--- src/sv/cca_pkg.sv ---
package cca_pkg;

  localparam int NUM_CONNS_DEF = 3;

  // Operation codes carried on the input tuser
  typedef enum logic [2:0] {
    OP_PDU_CHECK   = 3'd0,
    OP_SET_HASH    = 3'd1,
    OP_SET_AWARE   = 3'd2,
    OP_OPEN        = 3'd3,
    OP_WRITE_FEAT  = 3'd4,
    OP_AWARE_QUERY = 3'd5
  } op_t;

  // Awareness states
  localparam logic [1:0] AW_AWARE        = 2'd0;
  localparam logic [1:0] AW_PENDING      = 2'd1;
  localparam logic [1:0] AW_UNAWARE      = 2'd2;
  localparam logic [1:0] AW_HASH_PENDING = 2'd3;

  // Result status codes
  localparam logic [2:0] STS_OK          = 3'd0;
  localparam logic [2:0] STS_OUT_OF_SYNC = 3'd1;
  localparam logic [2:0] STS_UNLIKELY    = 3'd2;
  localparam logic [2:0] STS_BAD_LENGTH  = 3'd3;
  localparam logic [2:0] STS_NOT_ALLOWED = 3'd4;

  // ATT protocol constants
  localparam logic [7:0]  OPC_MTU_REQ   = 8'h02;
  localparam logic [7:0]  OPC_VALUE_CNF = 8'h1E;
  localparam logic [7:0]  OPC_READ_TYPE = 8'h08;
  localparam int          OPC_CMD_BIT   = 6;
  localparam logic [15:0] UUID_DB_HASH  = 16'h2B2A;
  localparam logic [7:0]  FEAT_ALL      = 8'h01;
  localparam int          FEAT_ROBUST_BIT = 0;

  // Register indexes (paddr[2])
  localparam logic REG_NOTIFY_EN = 1'b0;
  localparam logic REG_SC_HANDLE = 1'b1;
  localparam int   PADDR_W       = 3;

  typedef struct packed {
    logic        notify_enable;
    logic [15:0] service_changed_handle;
  } cfg_t;

  // Input word, last field in the lowest bits
  typedef struct packed {
    logic [9:0]  feat_len;
    logic        csf_present;
    logic [7:0]  csf_value;
    logic [1:0]  state_value;
    logic        hash_flag;
    logic [15:0] attr_handle;
    logic [15:0] type_uuid;
    logic [7:0]  att_opcode;
    logic [1:0]  conn_id;
  } in_word_t;

  // Result word, last field in the lowest bits, padded to three bytes
  typedef struct packed {
    logic [6:0] pad;
    logic       hash_done;
    logic       notify;
    logic       hash_active;
    logic [1:0] conn_state;
    logic [7:0] conn_features;
    logic       client_aware;
    logic [2:0] status;
  } out_word_t;

  typedef enum logic {
    CTL_EMPTY,
    CTL_FULL
  } ctl_state_t;

  typedef struct packed {
    logic exec;
  } dp_cmd_t;

endpackage

--- src/sv/cca_regs.sv ---
module cca_regs
  import cca_pkg::*;
(
  input  logic               clk,
  input  logic               rst,
  input  logic               psel,
  input  logic               penable,
  input  logic               pwrite,
  input  logic [PADDR_W-1:0] paddr,
  input  logic [31:0]        pwdata,
  output logic [31:0]        prdata,
  output logic               pready,
  output cfg_t               cfg
);

  logic wr_en;

  assign pready = 1'b1;
  assign wr_en  = psel & penable & pwrite & pready;

  always_ff @(posedge clk) begin
    if (rst) begin
      cfg <= '0;
    end else if (wr_en) begin
      case (paddr[2])
        REG_NOTIFY_EN: cfg.notify_enable <= pwdata[0];
        REG_SC_HANDLE: cfg.service_changed_handle <= pwdata[15:0];
        default: ;
      endcase
    end
  end

  always_comb begin
    case (paddr[2])
      REG_NOTIFY_EN: prdata = {31'd0, cfg.notify_enable};
      REG_SC_HANDLE: prdata = {16'd0, cfg.service_changed_handle};
      default:       prdata = '0;
    endcase
  end

endmodule

--- src/sv/cca_ctrl.sv ---
module cca_ctrl
  import cca_pkg::*;
(
  input  logic    clk,
  input  logic    rst,
  input  logic    s_tvalid,
  output logic    s_tready,
  output logic    m_tvalid,
  input  logic    m_tready,
  output dp_cmd_t cmd
);

  ctl_state_t state, state_next;

  always_ff @(posedge clk) begin
    if (rst) begin
      state <= CTL_EMPTY;
    end else begin
      state <= state_next;
    end
  end

  always_comb begin
    m_tvalid   = 1'b0;
    s_tready   = 1'b0;
    cmd.exec   = 1'b0;
    state_next = state;
    case (state)
      CTL_EMPTY: begin
        s_tready = 1'b1;
        cmd.exec = s_tvalid;
        if (s_tvalid) begin
          state_next = CTL_FULL;
        end
      end
      CTL_FULL: begin
        m_tvalid = 1'b1;
        // refill the result register in the cycle it drains
        s_tready = m_tready;
        cmd.exec = s_tvalid & m_tready;
        if (m_tready && !s_tvalid) begin
          state_next = CTL_EMPTY;
        end
      end
      default: state_next = CTL_EMPTY;
    endcase
  end

endmodule

--- src/sv/cca_dp.sv ---
module cca_dp
  import cca_pkg::*;
#(
  parameter int NUM_CONNS = NUM_CONNS_DEF
)
(
  input  logic      clk,
  input  logic      rst,
  input  dp_cmd_t   cmd,
  input  cfg_t      cfg,
  input  op_t       op,
  input  in_word_t  in_word,
  output out_word_t result
);

  localparam int IDX_W = (NUM_CONNS > 1) ? $clog2(NUM_CONNS) : 1;

  logic [1:0] st_tab [NUM_CONNS];
  logic [7:0] ft_tab [NUM_CONNS];
  logic       hash_busy;

  logic [1:0] st_next [NUM_CONNS];
  logic [7:0] ft_next [NUM_CONNS];
  logic       hash_busy_next;

  logic             valid;
  logic [IDX_W+1:0] cid_m1;
  logic [IDX_W-1:0] idx;
  logic [1:0]       cur_st, sel_st;
  logic [7:0]       cur_ft, sel_ft, new_ft;
  logic             is_cmd;
  logic             demote, all_set;
  out_word_t        res_next;

  assign valid  = (in_word.conn_id != 2'd0) && (32'(in_word.conn_id) <= NUM_CONNS);
  assign cid_m1 = {IDX_W'(0), in_word.conn_id} - (IDX_W + 2)'(1);
  assign idx    = cid_m1[IDX_W-1:0];
  assign is_cmd = in_word.att_opcode[OPC_CMD_BIT];
  assign new_ft = in_word.csf_value & FEAT_ALL;

  always_comb begin
    cur_st = AW_UNAWARE;
    cur_ft = '0;
    for (int i = 0; i < NUM_CONNS; i++) begin
      if (valid && idx == IDX_W'(i)) begin
        cur_st = st_tab[i];
        cur_ft = ft_tab[i];
      end
    end
  end

  always_comb begin
    sel_st         = cur_st;
    sel_ft         = cur_ft;
    hash_busy_next = hash_busy;
    demote         = 1'b0;
    all_set        = 1'b0;
    res_next       = '0;
    case (op)
      OP_PDU_CHECK: begin
        if (valid && in_word.att_opcode != OPC_MTU_REQ &&
            in_word.att_opcode != OPC_VALUE_CNF) begin
          if (cur_st == AW_UNAWARE) begin
            if (!is_cmd) begin
              sel_st = AW_PENDING;
            end
            if (is_cmd || cur_ft[FEAT_ROBUST_BIT]) begin
              res_next.status = STS_OUT_OF_SYNC;
            end
          end else if (cur_st == AW_PENDING) begin
            if (!is_cmd) begin
              sel_st = AW_AWARE;
              res_next.notify = cfg.notify_enable;
            end else begin
              res_next.status = STS_OUT_OF_SYNC;
            end
          end
          // a hash read always passes
          if (in_word.att_opcode == OPC_READ_TYPE && in_word.type_uuid == UUID_DB_HASH) begin
            res_next.status = STS_OK;
            if (hash_busy) begin
              sel_st = AW_HASH_PENDING;
            end
          end
        end
      end
      OP_SET_HASH: begin
        if (hash_busy != in_word.hash_flag) begin
          hash_busy_next     = in_word.hash_flag;
          res_next.hash_done = ~in_word.hash_flag;
          demote             = in_word.hash_flag;
        end
      end
      OP_SET_AWARE: begin
        if (in_word.conn_id == 2'd0) begin
          all_set = 1'b1;
        end else begin
          sel_st = in_word.state_value;
        end
      end
      OP_OPEN: begin
        sel_st = in_word.csf_present ? in_word.state_value : AW_AWARE;
        sel_ft = in_word.csf_present ? in_word.csf_value : 8'd0;
      end
      OP_WRITE_FEAT: begin
        if (!valid) begin
          res_next.status = STS_UNLIKELY;
        end else if (in_word.feat_len != 10'd1) begin
          res_next.status = STS_BAD_LENGTH;
        end else if (cur_ft != 8'd0 && new_ft == 8'd0) begin
          res_next.status = STS_NOT_ALLOWED;
        end else begin
          sel_ft = cur_ft | new_ft;
          res_next.notify = cfg.notify_enable;
        end
      end
      OP_AWARE_QUERY: begin
        if (valid) begin
          res_next.client_aware = ~(cur_ft[FEAT_ROBUST_BIT] && cur_st == AW_UNAWARE &&
                                    in_word.attr_handle != cfg.service_changed_handle);
        end
      end
      default: ;
    endcase

    res_next.conn_state = AW_UNAWARE;
    for (int i = 0; i < NUM_CONNS; i++) begin
      st_next[i] = st_tab[i];
      ft_next[i] = ft_tab[i];
      if (demote && st_tab[i] == AW_HASH_PENDING) begin
        st_next[i] = AW_PENDING;
      end
      if (all_set) begin
        st_next[i] = (st_tab[i] == AW_HASH_PENDING) ? AW_PENDING : in_word.state_value;
      end
      if (valid && idx == IDX_W'(i)) begin
        if (op != OP_SET_HASH) begin
          st_next[i] = sel_st;
          ft_next[i] = sel_ft;
        end
        res_next.conn_state    = st_next[i];
        res_next.conn_features = ft_next[i];
      end
    end
    res_next.hash_active = hash_busy_next;
  end

  always_ff @(posedge clk) begin
    if (rst) begin
      hash_busy <= 1'b0;
      for (int i = 0; i < NUM_CONNS; i++) begin
        st_tab[i] <= AW_AWARE;
        ft_tab[i] <= '0;
      end
    end else if (cmd.exec) begin
      hash_busy <= hash_busy_next;
      for (int i = 0; i < NUM_CONNS; i++) begin
        st_tab[i] <= st_next[i];
        ft_tab[i] <= ft_next[i];
      end
    end
  end

  always_ff @(posedge clk) begin
    if (cmd.exec) begin
      result <= res_next;
    end
  end

endmodule

--- src/sv/att_client_change_awareness_unit.sv ---
// Client change-awareness tracker for GATT robust caching. Each connection
// keeps a two-bit awareness state and a feature byte; one global flag marks
// a database hash recomputation. Every input word (operation in tuser) gives
// exactly one result word, which reports the addressed connection after the
// update, the hash flag, a notify pulse and a hash-done pulse. The tables
// update in the cycle of acceptance and the result sits in an output
// register, so one word per clock is sustained while the downstream side
// keeps taking results. Registers: notify_enable at byte 0,
// service_changed_handle at byte 4; write them only while no word is in flight.
module att_client_change_awareness_unit
  import cca_pkg::*;
#(
  parameter int NUM_CONNS = NUM_CONNS_DEF
)
(
  input  logic               clk,
  input  logic               rst,
  input  logic               s_tvalid,
  output logic               s_tready,
  // conn_id, att_opcode, type_uuid, attr_handle, hash_flag, state_value,
  // csf_value, csf_present, feat_len
  input  logic [63:0]        s_tdata,
  // op
  input  logic [2:0]         s_tuser,
  output logic               m_tvalid,
  input  logic               m_tready,
  // status, client_aware, conn_features, conn_state, hash_active, notify,
  // hash_done, zero pad
  output logic [23:0]        m_tdata,
  input  logic               psel,
  input  logic               penable,
  input  logic               pwrite,
  input  logic [PADDR_W-1:0] paddr,
  input  logic [31:0]        pwdata,
  output logic [31:0]        prdata,
  output logic               pready
);

  cfg_t      cfg;
  dp_cmd_t   cmd;
  out_word_t result;

  cca_regs u_regs (
    .clk     (clk),
    .rst     (rst),
    .psel    (psel),
    .penable (penable),
    .pwrite  (pwrite),
    .paddr   (paddr),
    .pwdata  (pwdata),
    .prdata  (prdata),
    .pready  (pready),
    .cfg     (cfg)
  );

  cca_ctrl u_ctrl (
    .clk      (clk),
    .rst      (rst),
    .s_tvalid (s_tvalid),
    .s_tready (s_tready),
    .m_tvalid (m_tvalid),
    .m_tready (m_tready),
    .cmd      (cmd)
  );

  cca_dp #(
    .NUM_CONNS (NUM_CONNS)
  ) u_dp (
    .clk     (clk),
    .rst     (rst),
    .cmd     (cmd),
    .cfg     (cfg),
    .op      (op_t'(s_tuser)),
    .in_word (in_word_t'(s_tdata)),
    .result  (result)
  );

  assign m_tdata = result;

endmodule
--- config.mk ---
export PLATFORM = sky130hd
export DESIGN_NAME = att_client_change_awareness_unit
export DESIGN_NICKNAME = d
export VERILOG_FILES = /design/src/sv/cca_pkg.sv /design/src/sv/cca_regs.sv /design/src/sv/cca_ctrl.sv /design/src/sv/cca_dp.sv /design/src/sv/att_client_change_awareness_unit.sv
export SDC_FILE = /design/constraint.sdc
export NUM_CORES = 1
export LEC_CHECK = 0
export BUFFER_PORTS_ARGS = -buffer_cell sky130_fd_sc_hd__buf_4
export CAP_MARGIN = 40
export CORE_ASPECT_RATIO = 0.6
export CORE_UTILIZATION = 35
export DETAILED_ROUTE_END_ITERATION = 6
export GPL_TIMING_DRIVEN = 0
export HOLD_SLACK_MARGIN = 0.1
export PLACE_DENSITY = 0.7
export RECOVER_POWER = 100
export SLEW_MARGIN = 25
export SYNTH_ARGS = -nofsm -noshare
export SYNTH_HDL_FRONTEND = slang
export SYNTH_HIERARCHICAL = 1
export SYNTH_SLANG_ARGS = --single-unit
--- constraint.sdc ---
create_clock -name clk -period 2.7 [get_ports clk]
set_clock_uncertainty 0.05 [all_clocks]
set_input_delay 0.54 -clock clk [delete_from_list [all_inputs] [get_ports clk]]
set_output_delay 0.54 -clock clk [all_outputs]
set_load 0.01 [all_outputs]
After elaboration in Yosys (flattened, before gate mapping)
Memories as Yosys holds them, arrays and structs flattened.
Index checks and enable logic that the tools add are counted.
Storage, ports and cells
  bits in latches: 0
  memories kept: 2
  memory bits (read-only): 0
  input bits: 109
  register bits: 36
  RAM bits: 30
Memories
  u_dp.ft_tab: depth 3, bits a word 8, rd ports 3, clocked after Yosys merged registers in 0, write ports 3, line cca_dp.sv:19  | logic [7:0] ft_tab [NUM_CONNS];
  u_dp.st_tab: depth 3, bits a word 2, rd ports 3, clocked after Yosys merged registers in 0, write ports 3, line cca_dp.sv:18  | logic [1:0] st_tab [NUM_CONNS];
Operators by class
  magnitude comparators: 0
  shift-type cells: 0
  bitwise gates (word level): 14
  div/mod/pow operators: 0
  multiply operators: 0
  add/sub/neg operators: 1
  reductions and logical operators: 25
  muxes and demuxes: 87
  eq/ne operators: 20
Operators by type and width (number)
  8-bit 2-to-1 mux: 16
  32-bit case mux with 2 select lines: 1
  2-bit 2-to-1 mux: 30
  10-bit 2-to-1 mux: 3
  1-bit 2-to-1 mux: 23
  3-bit 2-to-1 mux: 7
  16-bit by 14-bit == test with 1-bit output, second input constant: 1
  16-bit inequality test: 1
  8-bit case mux with 2 select lines: 1
  1-bit logical AND: 13
  2-bit == test, second input constant: 5
  10-bit by 1-bit inequality test with 1-bit output, second input constant: 1
  8-bit by 4-bit == test with 1-bit output, second input constant: 1
  8-bit logical NOT: 1
  8-bit by 2-bit inequality test with 1-bit output, second input constant: 1
  8-bit by 5-bit inequality test with 1-bit output, second input constant: 1
  8-bit by 1-bit OR with 8-bit output: 1
  1-bit case mux with 2 select lines: 4
  2-bit AND reduction: 4
  8-bit nonzero test: 1
  3-bit by 2-bit == test with 1-bit output, second input constant: 2
  3-bit == test, second input constant: 2
  1-bit OR: 6
  2-bit case mux with 3 select lines: 1
  other kinds (13): 20

Depth between registers and ports, before layout
  depth after elaboration: 17
  depth in mapped cells: 8

Cells and area by module
The synthesis kept the hierarchy.
Modules (own cells, without submodules)
  cca_dp: cells each 334, seq. area each 1431.4 um^2, area an instance 3204.3 um^2, instances 1
  cca_regs: cells each 110, seq. area each 340.3 um^2, area an instance 1027.2 um^2, instances 1
  cca_ctrl: cells each 5, seq. area each 20.0 um^2, area an instance 55.1 um^2, instances 1

Worst setup path before layout
Ideal clock, no wire load.
  path kind: input -> register
  start: input port s_tdata[0]
  end: register, netlist name u_dp/result[13]
  slack: 0.531 ns
  data arrival time: 1.853 ns
  cell stages on the path: 7
  library setup time: 0.265 ns
  path through: buf_6 > mux2i_2 > a21oi_1 > o311a_1 > a41oi_2 > a21oi_2 > or3_1
RTL lines
  start, declared: line att_client_change_awareness_unit.sv:22  | input logic [63:0] s_tdata,

==> run metrics <==
Nets 716; WP data required 2.83 ns; cts bufs inserted 9; Post-CTS Repair Setup Buffers 0; area grow syn2layout 32.4%; synth unique cells 71; hold buffers post-CTS 0; Arrival @ worst endpoint 2.71 ns; Iteration-0 DRC Markers 485; Die Y-Extent 87.7 µm; HPWL Detailed 10200 µm; Peak Freq 0.388 GHz; GRT Util Overall 0.208; Core Area 11600 µm²; die area 12700 µm²; Worst R2R Start u_dp/st_tab[0][3]; Avg WL per Cell 17.1 µm; predominant post-synthesis flop cell edfxtp_1; reg-to-reg slack, setup 0.22 ns; gr ovfl total 0; Detailed Routing Iterations Pass 1 5; Hold Startpoint s_tvalid; mapped cell area 4290 µm²; Synth area leader edfxtp_1; Antenna Violating Nets Remaining 0; fin crit period 2.58 ns; Compound-Gate Fraction of Synth Area 0.171; IO Pins 168; largest family of logic cells by synthesized area simple AND/OR/NAND/NOR gates; mux share of post-synthesis cell area 0.0797; fin worst setup slack 0.121 ns; adder-cell share of the synthesized area 0.00292; later-pin clock latency in the skew report 0.33 ns; Layout Utilization 0.489; Sink Count 66; post-synthesis sequential area ratio 0.418; Async SR Flop Fraction 0; XOR/XNOR Fraction of Synth Area 0.0347; CTS root buf clkbuf_16; n_diodes 0; initial antenna violation count 1; Leak 2.33 nW; GP Congestion 0.892; I/O Buffers 125; Hold WC Path Type input port to register; die span in x 145 µm; Pwr Total 2.94 mW; DR vias/cell 5.22; Final Slew Violations 0; H-Tree Depth 3; RSZ-0062 raised after global routing false; Fillers 1101; DRC Markers 0; first-pass GRT wire length 19600 µm; Slew HR 0.439; crit-path max FO 4; Worst-Margin Slew 0.841 ns; WL final 13200 µm; Crit Path Category input port to register; clock-pin slew on the worst setup and hold paths 0.05 ns; Yosys top cell area share 0.329; Sequential Area 1790 µm²; register bit total from synthesis 66; setup TNS 0 ns; pre-CTS WS -0.124 ns; critical path launch point s_tdata[2]; area taken by multi-input logic gates 2220 µm²; Peak VDD IR 257 µV; Post-synth EDFFs 47; Final period util 0.955; DR vias 4026; largest net degree at the start of global routing 25; Startpoint Class input port; vias in the first global route 3723; max cap viols 0; Worst Setup End Kind register; layout cells sized above 1 0.250; CTS tree yes; Setup-failing EPs final 0; Yosys warning count 6; average cell area after synthesis 9.55 µm²; PwrDens 518 nW/µm²; row count 30; Initial Util 0.370; Gate Count Post-Synth 449; area share of and/or/nand/nor cells after synthesis 0.214; final hold violation count 0; Post-CTS Resized 0; Area contributors post-synth edfxtp_1, dfxtp_1, nand2b_1, mux2i_1, a21oi_1; outcome finished, final reports clean; maximum root-to-sink buffer count 2
[critical path: stages]
cell and delay (ns):
buf_4 0.11, nor4_1 0.36, nand2_1 0.09, nor3_1 0.51
a22oi_1 0.14, o21ai_0 0.67, o21a_1 0.28
[power breakdown]
| part | switching [mW] | internal (mW) |
|---|---|---|
| combinational | 0.277 | 0.228 |
| sequential | 0.0371 | 1.15 |
| clock | 0.440 | 0.805 |
| total | 0.754 | 2.18 |
[placed cells by master, fill, tap and decap left out, drive strengths merged, types with 3 or more instances in the layout]
| master | n |
|---|---|
| buf | 124 |
| clkbuf | 57 |
| nand2 | 50 |
| a21oi | 48 |
| edfxtp | 47 |
| nand2b | 46 |
| mux2i | 27 |
| conb | 24 |
| dfxtp | 19 |
| o21ai | 17 |
| xor2 | 16 |
| and2 | 16 |
| nor2 | 11 |
| nor4 | 9 |
| a22oi | 8 |
| a22o | 6 |
| nor3 | 6 |
| mux2 | 6 |
| inv | 5 |
| a21o | 5 |
| and3 | 4 |
| o21a | 4 |
| a31oi | 4 |
| clkinv | 4 |
| o2bb2ai | 3 |
| a311oi | 3 |
| nand3 | 3 |
| nor2b | 3 |
| or2 | 3 |
[metal layers]
metal	wire (µm)	track usage	vias up
li1	-	-	1898
met1	6150	0.299	1915
met2	5630	0.306	200
met3	1300	0.0519	13
met4	131	0.0632	0
met5	0	0	-
[area by class of cell]
type	instances	area share
multi-input cells	351	0.391
flip-flops and latches	66	0.316
repair buffers	125	0.144
plain buffers	47	0.0538
clock buffers	9	0.0397
well taps	160	0.0353
clock inverters	7	0.0165
inverters	6	0.00397
[cells in the mapped netlist, drive strengths merged, types with 6 or more instances]
| library cell | instances |
|---|---|
| buf | 33 |
| clkbuf | 14 |
| nand2 | 50 |
| mux2 | 6 |
| a22oi | 8 |
| mux2i | 27 |
| o21ai | 17 |
| xor2 | 16 |
| nor4 | 9 |
| nor3 | 6 |
| nand2b | 46 |
| edfxtp | 47 |
| a21oi | 48 |
| and2 | 16 |
| nor2 | 11 |
| a22o | 6 |
| dfxtp | 19 |
[per-stage QoR]
stage	std cells	instance area (µm²)	hold slack, ns
finish	771	5680	0.407
global route	771	5680	0.413
CTS	771	5820	0.398
detailed placement	755	5500	0.449
global placement	755	5500	0.435
floorplan	470	4370	0.413
[sequential cells by signal, summed over array words and instances (netlist names)]
| register | cells |
|---|---|
| u_dp/hash_busy | 1 |
| u_ctrl/state | 1 |
| u_dp/st_tab | 6 |
| u_dp/ft_tab | 24 |
| u_dp/result | 17 |
| u_regs/cfg | 17 |
[worst paths after layout]
kind,endpoint,cells past startpoint
worst max register to register,u_dp/st_tab[0][0],6
worst min-delay path,u_ctrl/state,3
worst min register to register,u_regs/cfg[6],2
worst max-delay path,u_dp/st_tab[0][0],7
[cell families (layout without fill, tap and decap cells)]
| kind of cell | Yosys count | count (layout) |
|---|---|---|
| compound gates | 112 | 112 |
| simple gates | 164 | 164 |
| mux | 33 | 33 |
| other cells | 3 | 24 |
| flops | 66 | 66 |
| fa+ha+maj | 1 | 1 |
| xor+xnor | 17 | 17 |
| buf+inv | 53 | 194 |
No activity file was read; power rests on OpenSTA's default activity.
